--- config.mk ---
export PLATFORM = sky130hd
export DESIGN_NAME = servo_motor_command_frame_receiver_unit
export DESIGN_NICKNAME = d
export VERILOG_FILES = /design/src/sv/smcfr_pkg.sv /design/src/sv/smcfr_frame.sv /design/src/sv/smcfr_scale.sv /design/src/sv/smcfr_apply.sv /design/src/sv/servo_motor_command_frame_receiver_unit.sv
export SDC_FILE = /design/constraint.sdc
export NUM_CORES = 2
export LEC_CHECK = 0
export BUFFER_PORTS_ARGS = -buffer_cell sky130_fd_sc_hd__buf_2
export CORE_UTILIZATION = 44
export CTS_BUF_LIST = sky130_fd_sc_hd__clkbuf_4 sky130_fd_sc_hd__clkbuf_8
export DETAILED_ROUTE_END_ITERATION = 6
export HOLD_SLACK_MARGIN = 0.02
export PLACE_DENSITY = 0.58
export SYNTH_ARGS = -nofsm -noshare
export SYNTH_HDL_FRONTEND = slang
export SYNTH_SLANG_ARGS = --single-unit
--- constraint.sdc ---
create_clock -name clk -period 9.57 [get_ports clk]
set_input_delay 1.4355 -clock clk [delete_from_list [all_inputs] [get_ports clk]]
set_output_delay 1.4355 -clock clk [all_outputs]
set_load 0.005 [all_outputs]
--- src/sv/smcfr_pkg.sv ---
package smcfr_pkg;

	localparam int unsigned FRAME_LEN = 11;
	localparam int unsigned POS_W = 4;
	localparam logic [POS_W-1:0] POS_LAST = POS_W'(FRAME_LEN - 1);
	localparam int unsigned PAYLOAD_DEPTH = 8;
	localparam int unsigned DUTY_COUNT = 4;

	localparam logic [7:0] RESTART_BYTE = 8'hFF;
	localparam logic [15:0] CRC_INIT = 16'hFFFF;
	localparam logic [15:0] CRC_POLY = 16'hA001;

	localparam logic [15:0] TOP_RESET = 16'd19999;
	localparam logic [15:0] SERVO_RESET = 16'd1499;
	localparam logic [16:0] SERVO_OFFSET = 17'd1023;
	// 20460 = 4 * 5115; quotient by 5115 as multiply by ceil(2^44 / 5115)
	localparam int unsigned PROD_W = 33;
	localparam int unsigned RECIP_SHIFT = 44;
	localparam logic [31:0] SERVO_RECIP = 32'd3439332561;
	localparam int unsigned QUOT_W = 63 - RECIP_SHIFT;

	typedef logic [DUTY_COUNT-1:0][7:0] duty_vec_t;

	typedef struct packed {
		logic valid;
		logic ok;
		duty_vec_t duty;
		logic [15:0] word_vert;
		logic [15:0] word_horiz;
	} frame_info_t;

	function automatic logic [15:0] crc_feed(input logic [15:0] crc_in, input logic [7:0] b);
		logic [15:0] c;
		c = crc_in ^ {8'h00, b};
		for (int k = 0; k < 8; k++) begin
			if (c[0]) begin
				c = (c >> 1) ^ CRC_POLY;
			end else begin
				c = c >> 1;
			end
		end
		return c;
	endfunction

endpackage

--- src/sv/smcfr_frame.sv ---
module smcfr_frame
	import smcfr_pkg::*;
(
	input  logic        clk,
	input  logic        arst_n,
	input  logic        accept,
	input  logic [7:0]  rx_byte,
	output logic        at_last,
	output frame_info_t info_s1
);

	logic [POS_W-1:0] pos_q;
	logic [15:0] crc_q;
	logic [7:0] payload_q [PAYLOAD_DEPTH];
	logic restart;
	logic [15:0] crc_nx;
	logic [2:0] wr_idx;
	logic done_s1;
	logic ok_s1;
	duty_vec_t duty_s1;
	logic [15:0] vert_s1, horiz_s1;

	assign restart = (pos_q != '0) && (rx_byte == RESTART_BYTE);
	assign crc_nx = crc_feed(restart ? CRC_INIT : crc_q, rx_byte);
	assign at_last = (pos_q == POS_LAST);
	assign wr_idx = 3'(pos_q - POS_W'(1));
	assign info_s1 = '{valid: done_s1, ok: ok_s1, duty: duty_s1,
		word_vert: vert_s1, word_horiz: horiz_s1};

	always_ff @(posedge clk or negedge arst_n) begin
		if (!arst_n) begin
			pos_q <= '0;
			crc_q <= CRC_INIT;
			done_s1 <= 1'b0;
		end else begin
			done_s1 <= 1'b0;
			if (accept) begin
				if (restart && !at_last) begin
					pos_q <= POS_W'(1);
					crc_q <= crc_nx;
				end else if (restart) begin
					// restart byte in the last slot also starts a new frame
					pos_q <= POS_W'(1);
					crc_q <= crc_nx;
				end else if (at_last) begin
					pos_q <= '0;
					crc_q <= CRC_INIT;
					done_s1 <= 1'b1;
				end else begin
					pos_q <= pos_q + POS_W'(1);
					crc_q <= crc_nx;
				end
			end
		end
	end

	// payload and frame snapshot carry no reset
	always_ff @(posedge clk) begin
		if (accept && !restart && (pos_q != '0) && (pos_q <= POS_W'(PAYLOAD_DEPTH))) begin
			payload_q[wr_idx] <= rx_byte;
		end
		if (accept && !restart && at_last) begin
			ok_s1 <= (crc_nx == 16'h0000);
			for (int i = 0; i < DUTY_COUNT; i++) begin
				duty_s1[i] <= payload_q[i];
			end
			vert_s1 <= {payload_q[4], payload_q[5]};
			horiz_s1 <= {payload_q[6], payload_q[7]};
		end
	end

	a_restart_pos: assert property (@(posedge clk) disable iff (!arst_n)
		(accept && restart) |=> (pos_q == POS_W'(1)))
		else $error("restart byte did not return to byte 1");

	a_done_pulse: assert property (@(posedge clk) disable iff (!arst_n)
		info_s1.valid |=> !info_s1.valid)
		else $error("frame completion lasted more than one cycle");

endmodule

--- src/sv/smcfr_scale.sv ---
module smcfr_scale
	import smcfr_pkg::*;
(
	input  logic        clk,
	input  logic [15:0] period_top,
	input  logic [15:0] word,
	output logic [15:0] compare_s3
);

	logic [PROD_W-1:0] prod_s2;
	logic [62:0] recip_prod;
	logic [QUOT_W-1:0] quot;

	assign recip_prod = 63'(prod_s2[PROD_W-1:2]) * 63'(SERVO_RECIP);
	assign quot = recip_prod[62:RECIP_SHIFT];

	always_ff @(posedge clk) begin
		prod_s2 <= PROD_W'(period_top) * PROD_W'(SERVO_OFFSET + 17'(word));
		compare_s3 <= (quot > QUOT_W'(16'hFFFF)) ? 16'hFFFF : quot[15:0];
	end

endmodule

--- src/sv/smcfr_apply.sv ---
module smcfr_apply
	import smcfr_pkg::*;
(
	input  logic        clk,
	input  logic        arst_n,
	input  frame_info_t info_s1,
	input  logic [15:0] vert_s3,
	input  logic [15:0] horiz_s3,
	input  logic        out_ready,
	output logic        out_valid,
	output logic [71:0] out_data,
	output logic        busy
);

	logic valid_s2, valid_s3;
	logic ok_s2, ok_s3;
	duty_vec_t duty_s2, duty_s3;
	duty_vec_t duty_q;
	logic [15:0] vert_q, horiz_q;
	logic ok_q;
	logic out_valid_q;

	assign busy = info_s1.valid | valid_s2 | valid_s3 | out_valid_q;
	assign out_valid = out_valid_q;
	assign out_data = {7'b0, horiz_q, vert_q, duty_q[3], duty_q[2], duty_q[1], duty_q[0], ok_q};

	always_ff @(posedge clk or negedge arst_n) begin
		if (!arst_n) begin
			valid_s2 <= 1'b0;
			valid_s3 <= 1'b0;
			out_valid_q <= 1'b0;
			duty_q <= '0;
			vert_q <= SERVO_RESET;
			horiz_q <= SERVO_RESET;
			ok_q <= 1'b0;
		end else begin
			valid_s2 <= info_s1.valid;
			valid_s3 <= valid_s2;
			if (valid_s3) begin
				out_valid_q <= 1'b1;
				ok_q <= ok_s3;
				if (ok_s3) begin
					duty_q <= duty_s3;
					vert_q <= vert_s3;
					horiz_q <= horiz_s3;
				end
			end else if (out_ready) begin
				out_valid_q <= 1'b0;
			end
		end
	end

	always_ff @(posedge clk) begin
		ok_s2 <= info_s1.ok;
		duty_s2 <= info_s1.duty;
		ok_s3 <= ok_s2;
		duty_s3 <= duty_s2;
	end

	a_bad_holds: assert property (@(posedge clk) disable iff (!arst_n)
		(valid_s3 && !ok_s3) |=> ($stable(duty_q) && $stable(vert_q) && $stable(horiz_q)))
		else $error("bad frame changed applied values");

	a_one_inflight: assert property (@(posedge clk) disable iff (!arst_n)
		$onehot0({info_s1.valid, valid_s2, valid_s3}))
		else $error("two frames in the scaling pipeline");

endmodule

--- src/sv/servo_motor_command_frame_receiver_unit.sv ---
// Servo/motor command frame receiver.
// s_axis carries received serial bytes, one per transaction, in tdata[7:0].
// Bytes build 11-byte frames; 0xFF after the first byte restarts a frame.
// A CRC-16 (reflected 0xA001, init 0xFFFF) over the whole frame must leave 0.
// m_axis gives one transaction per completed frame: the ok flag and the
// motor duties and servo compares now applied (a bad frame keeps old values).
// cfg_we/cfg_wdata write the servo period top; write only while idle.
// Throughput: one byte per cycle while s_axis_tready is high. A frame's result
// reaches m_axis through these registers: the frame register (loaded with its last
// byte), then servo product, reciprocal multiply for the divide, output register.
// A result waiting on m_axis does not stop the byte stream; only the last
// byte of the following frame is held off (tready low) until that result
// has been taken, since the output register holds one frame at a time.
// Reset: no frame in progress, duties 0, servo compares 1499, period top 19999.
module servo_motor_command_frame_receiver_unit
	import smcfr_pkg::*;
(
	input  logic        clk,
	input  logic        arst_n,
	input  logic        s_axis_tvalid,
	output logic        s_axis_tready,
	input  logic [7:0]  s_axis_tdata,   // [7:0] rx_byte
	output logic        m_axis_tvalid,
	input  logic        m_axis_tready,
	output logic [71:0] m_axis_tdata,   // frame_ok, fwd_left, fwd_right, back_left,
	                                    // back_right, servo_vertical, servo_horizontal
	input  logic        cfg_we,
	input  logic [15:0] cfg_wdata
);

	logic [15:0] period_top_q;
	logic accept;
	logic at_last;
	logic busy;
	frame_info_t info_s1;
	logic [15:0] vert_s3, horiz_s3;

	always_ff @(posedge clk or negedge arst_n) begin
		if (!arst_n) begin
			period_top_q <= TOP_RESET;
		end else if (cfg_we) begin
			period_top_q <= cfg_wdata;
		end
	end

	assign s_axis_tready = !(at_last && busy);
	assign accept = s_axis_tvalid && s_axis_tready;

	smcfr_frame u_frame (
		.clk     (clk),
		.arst_n  (arst_n),
		.accept  (accept),
		.rx_byte (s_axis_tdata),
		.at_last (at_last),
		.info_s1 (info_s1)
	);

	smcfr_scale u_scale_vert (
		.clk        (clk),
		.period_top (period_top_q),
		.word       (info_s1.word_vert),
		.compare_s3 (vert_s3)
	);

	smcfr_scale u_scale_horiz (
		.clk        (clk),
		.period_top (period_top_q),
		.word       (info_s1.word_horiz),
		.compare_s3 (horiz_s3)
	);

	smcfr_apply u_apply (
		.clk       (clk),
		.arst_n    (arst_n),
		.info_s1   (info_s1),
		.vert_s3   (vert_s3),
		.horiz_s3  (horiz_s3),
		.out_ready (m_axis_tready),
		.out_valid (m_axis_tvalid),
		.out_data  (m_axis_tdata),
		.busy      (busy)
	);

	a_no_overrun: assert property (@(posedge clk) disable iff (!arst_n)
		info_s1.valid |-> !m_axis_tvalid)
		else $error("new frame completed while a result was still waiting");

endmodule
-- Word level (Yosys, flattened, before mapping)
Memory sizes are Yosys's and may differ from the RTL's. A register that Yosys moved wholly into a read port is not among the register bits.
Cells that the tools add are included.
- bits in registers: 270
- bits in writable memories: 64
- input port bits: 29
- output and inout port bits: 74
- logic and storage cells: 93
- memories kept: 1
- memory list (name ; words ; bits a word ; rd ports ; clocked after memory_dff ; write ports ; RTL line ; source):
    u_frame.payload_q ; 8 ; 8 ; 8 ; 8 ; 1 ; smcfr_frame.sv:14 ; logic [7:0] payload_q [PAYLOAD_DEPTH];
- add/subtract/negate cells: 4
- $mul: 4
- order comparisons: 3
- equal/unequal tests: 2
- muxes and demuxes: 23
- bitwise gates (word level): 12
- reductions and logical operators: 15
- operator list (kind ; count):
    $mux W16 ; 12
    $mul A31 B32 Y63 const B ; 2
    $mul A16 B33 Y33 ; 2
    $gt A19 B16 Y1 const B ; 2
    $add A10 B16 Y17 const A ; 2
    $not A2 Y3 ; 8
    $logic_not A16 Y1 ; 1
    $xor A16 B8 Y16 ; 1
    $mux W4 ; 3
    $eq A8 B8 Y1 const B ; 1
    $logic_and A1 B1 Y1 ; 8
    $mux W1 ; 8
    $add A4 B1 Y4 const B ; 1
    $eq A4 B4 Y1 const B ; 1
    $le A4 B4 Y1 const B ; 1
    $reduce_bool A4 Y1 ; 1
    $logic_not A1 Y1 ; 3
    $or A1 B1 Y1 ; 3
    $sub A3 B1 Y3 const B ; 1
    $reduce_and A2 Y1 ; 1
    $reduce_bool A2 Y1 ; 1

-- Depth between registers and ports, before layout
- word-level depth: 23
- gate-level depth with buffers: 32

-- Cells and area by module
From an unflattened synthesis, not the netlist that was laid out.
- cell total of the unflattened synthesis: 5089
- area total of the unflattened synthesis: 51923.5 um^2
- by module, submodules not included (module ; instances ; cells each ; area each (um^2)):
    smcfr_scale (u_scale_vert) ; 1 ; 2273 ; 20921.3
    smcfr_scale (u_scale_horiz) ; 1 ; 2252 ; 20737.4
    smcfr_frame ; 1 ; 308 ; 5477.8
    smcfr_apply ; 1 ; 220 ; 4115.2
    servo_motor_command_frame_receiver_unit ; 1 ; 36 ; 671.9

-- Worst setup path after synthesis
Ideal clock, no wire load.
- path type: register to register
- start point: reg u_frame.horiz_s1[0], read port of u_frame.payload_q
- end point: reg u_scale_horiz.prod_s2[32]
- library setup time: 72 ps
- arrival: 7335 ps
- data required time: 9498 ps
- path slack: 2162 ps
- cell stages (with the launch flop): 30
- path buffers: 2
- clock period less this slack: 7408 ps
- cells stage by stage: edfxtp_1 -> clkbuf_1 -> inv_1 -> ha_1 -> nand2_1 -> nor3b_1 -> xnor2_1 -> clkbuf_1 -> nand2_1 -> fa_1 -> inv_1 -> fa_1 -> inv_1 -> fa_1 -> fa_1 -> inv_1 -> fa_1 -> inv_1 -> fa_1 -> inv_1 -> ha_1 -> a21o_1 -> a21o_1 -> a21oi_1 -> nor2_1 -> o41ai_1 -> o31ai_1 -> a211o_1 -> a21oi_1 -> xnor2_1
- cells in the longest elaborated chain, start to end: 2
- ends and longest elaborated chain (element ; RTL line ; source):
    start: declaration ; smcfr_frame.sv:21 ; logic [15:0] vert_s1, horiz_s1;
    $add A10 B16 Y17 ; smcfr_scale.sv:18 ; prod_s2 <= PROD_W'(period_top) * PROD_W'(SERVO_OFFSET + 17'(word));
    $mul A16 B33 Y33 ; smcfr_scale.sv:18 ;
    end signal: assignment ; smcfr_scale.sv:18 ;
    end: declaration ; smcfr_scale.sv:10 ; logic [PROD_W-1:0] prod_s2;
Every way passes these cells.
A chain may end at the register's enable or synchronous reset.

-- Final worst setup path
- start point: reg u_frame.vert_s1[0], read port of u_frame.payload_q
- end point: reg u_scale_vert.prod_s2[31]
- cells in the longest elaborated chain, start to end: 2
- ends and longest elaborated chain (element ; RTL line):
    start: declaration ; smcfr_frame.sv:21
    $add A10 B16 Y17 ; smcfr_scale.sv:18
    $mul A16 B33 Y33 ; smcfr_scale.sv:18
    end signal: assignment ; smcfr_scale.sv:18
    end: declaration ; smcfr_scale.sv:10
Every way passes these cells.

==> results.ini <==
[grt]
grt_pass1_vias=36200
grt_pass1_wl_um=195000
grt_overflow=0
grtUsageTotal_pct=21.4
grt_max_degree=66
antenna_found_initial=6

[timing]
finalSetupViolCount=0
clock_skew_ps=54.2
hold_viol_final=0
drv_slew=0
rsz0062_at_grt=false
period_share_pct=83.7
max_freq_mhz=125
tightestPinTransition_ps=1200
fin_crit_ps=8010
fin_tns_setup_ps=0
max_slew_margin_pct=19.7

[worst_setup_path]
slowest_delay_ps=800
cp_common_cell=fa_1
path_max_fanout=16
rr_worst_depth=23
cp.arrival_ps=8560
r2r-start=u_frame.vert_s1[0]
crit_chain=inv_1, ha_1, nand2_1, o21a_1, and3_1, nand2_1, fa_1, inv_1, fa_1, inv_1, fa_1, fa_1, fa_1, inv_1, fa_1, ha_1, and3_1, a211oi_1, nand3_1, a31o_2, a41oi_1, a21oi_1, a311o_1
crit_slowest_cell=edfxtp_1
worstPathRequired_ps=10120
cp_num_buf_inv=4
r2r_setup_slack_ps=1560
r2r_end=u_scale_vert.prod_s2[31]
worstSetupPathType=flip-flop to flip-flop
cp-end-kind=flip-flop
startpoint_type=flip-flop
crit_family=adder cells

[final_layout]
nFillCells=10700
nets=6787
regArea_um2=9760
drive_gt1_share_pct=7.86
area_growth_syn_to_layout_pct=7.29
multiInputGateArea_um2=36300

[synthesis]
synth.distinct_cells=79
seq_area_frac_synth_pct=19.1
synth_edf_count=129
synth_top_cell_area_share_pct=30.1
netlist_area_um2=51000
yosys-top-cells-area=fa_1, ha_1, inv_1
yosysMostFrequentCell=inv_1
yosys_warnings=0
ys.flop_type=dfxtp_1
yosysTopAreaCell=fa_1
synthTopCellsByCount=inv_1, ha_1, fa_1
syn_inst=5025
async_reset_ff_share_pct=26.6
ys_ff_latch=394
post_synth.cell_area_avg_um2=10.2

[floorplanning]
row_count=124
die_width_um=342
coreArea_um2=115000
design.die.area_um2=117000
die-height_um=342
initial_core_util_pct=44.5
ioPinCount=103

[clock_tree]
cts_tree=built
clk_latency_ps=690
hold_buffers=0
post_cts_buffers=0
cts_resized=0
cts-root-buf=clkbuf_8
clk_path_buf_depth=3
path_clk_slew_ps=60
cts_sinks=394
cts_buffers=69
htree_levels=3

[worst_hold_path]
min_path_type=flip-flop to flip-flop
whs_endpoint=u_apply.duty_s3[17]
hp-start=u_apply.duty_s2[17]
whs_path_depth=0

[placement]
gp_congestion=0.926
io_buffer_count=95
hpwl_um=99700

[route]
wl_met2_um=57600
wire_per_inst_um=18.1
postRouteAntennaNets=0
vias=33600
post_drt_via_cell_ratio=5.02
drt_iter0_drc=1514
routed.top_layer=met5
drc=3
met1_length_um=55600
met3_wirelength_um=5100
first_pass_iters=7
finalWirelength_um=121000

[flow_run]
cap_violations=0

[run_status]
violations=DRC
status=complete, but fails checks

routing by layer:
layer	vias up	global-route usage, %
li1	15900	-
met1	16800	28.8
met2	650	36.2
met3	156	2.73
met4	4	5.36
met5	-	0
worst max path at each step:
| stage | start | to | slack (ps) | depth (start not counted) |
|---|---|---|---|---|
| floorplan | u_frame.horiz_s1[0] | u_scale_horiz.prod_s2[32] | 2160 | 29 |
| CTS | u_frame.horiz_s1[0] | u_scale_horiz.prod_s2[28] | 1580 | 29 |
| detailed placement | u_frame.horiz_s1[0] | u_scale_horiz.prod_s2[28] | 1610 | 29 |
| global route | u_frame.horiz_s1[0] | u_scale_horiz.prod_s2[28] | 1030 | 29 |
| global placement | u_frame.vert_s1[0] | u_scale_vert.prod_s2[31] | 1740 | 23 |
| finish | u_frame.vert_s1[0] | u_scale_vert.prod_s2[31] | 1560 | 23 |
logic make-up after synthesis:
| logic type | synth area share (%) |
|---|---|
| AOI/OAI and AO/OA | 5.37 |
| xor gates and xnor gates | 2.54 |
| adders and majority gates | 51.7 |
| buffers and inverters | 9.84 |
| DFF | 19.1 |
| muxes | 1.88 |
| other | 0.00735 |
| and+or+nand+nor | 9.55 |
cell type report:
cell class,count,area share [%]
multi-input cells,3309,66.3
flip-flops and latches,394,17.8
inverters,1201,8.24
well taps,1512,3.46
clock buffers,108,2.45
repair buffers,136,1.44
clock inverters,17,0.274
diodes,2,0.00915
cell usage in the layout (no fill, tap or decap), types with 71 or more instances in the layout:
cell	n
edfxtp_1	129
ha_1	880
and2_1	175
a21o_1	71
a21oi_1	140
buf_2	94
nand2_1	434
xnor2_1	104
clkbuf_8	85
nor2_1	97
dfxtp_1	160
fa_1	767
inv_1	1199
mux2_2	80
flip-flops by register name (all words and copies together) (netlist names), 4 cells and up:
| signal | cells |
|---|---|
| period_top_q | 16 |
| u_apply.duty_s2 | 32 |
| u_apply.duty_s3 | 32 |
| u_apply.horiz_q | 16 |
| u_apply.out_data | 32 |
| u_apply.vert_q | 16 |
| u_frame.crc_q | 16 |
| u_frame.horiz_s1 | 16 |
| u_frame.info_s1 | 32 |
| u_frame.payload_q | 64 |
| u_frame.pos_q | 4 |
| u_frame.vert_s1 | 16 |
| u_scale_horiz.compare_s3 | 16 |
| u_scale_horiz.prod_s2 | 31 |
| u_scale_vert.compare_s3 | 16 |
| u_scale_vert.prod_s2 | 31 |
metrics by stage:
stage	instances	hold WS, ps	cell area, um^2	utilization [%]	setup slack, ps
3_3_place_gp	6552	310	53200	46.4	1740
4_1_cts	6677	323	54700	47.7	1580
6_report	6679	319	54700	47.7	1560
5_1_grt	6679	325	54700	47.7	1030
2_1_floorplan	5031	310	51000	-	2160
3_5_place_dp	6552	312	53200	46.4	1610
worst register-to-register path: stages (launching register included):
cell	delay, ps
edfxtp_1	800
inv_1	190
ha_1	290
nand2_1	150
o21a_1	210
and3_1	640
nand2_1	180
fa_1	560
inv_1	50
fa_1	530
inv_1	50
fa_1	480
fa_1	510
fa_1	500
inv_1	50
fa_1	470
ha_1	370
and3_1	210
a211oi_1	320
nand3_1	200
a31o_2	310
a41oi_1	280
a21oi_1	150
a311o_1	380
Power is left out: the tool's default activity adds up to more than one toggle a clock period on the data nets, which glitch-free logic cannot reach.
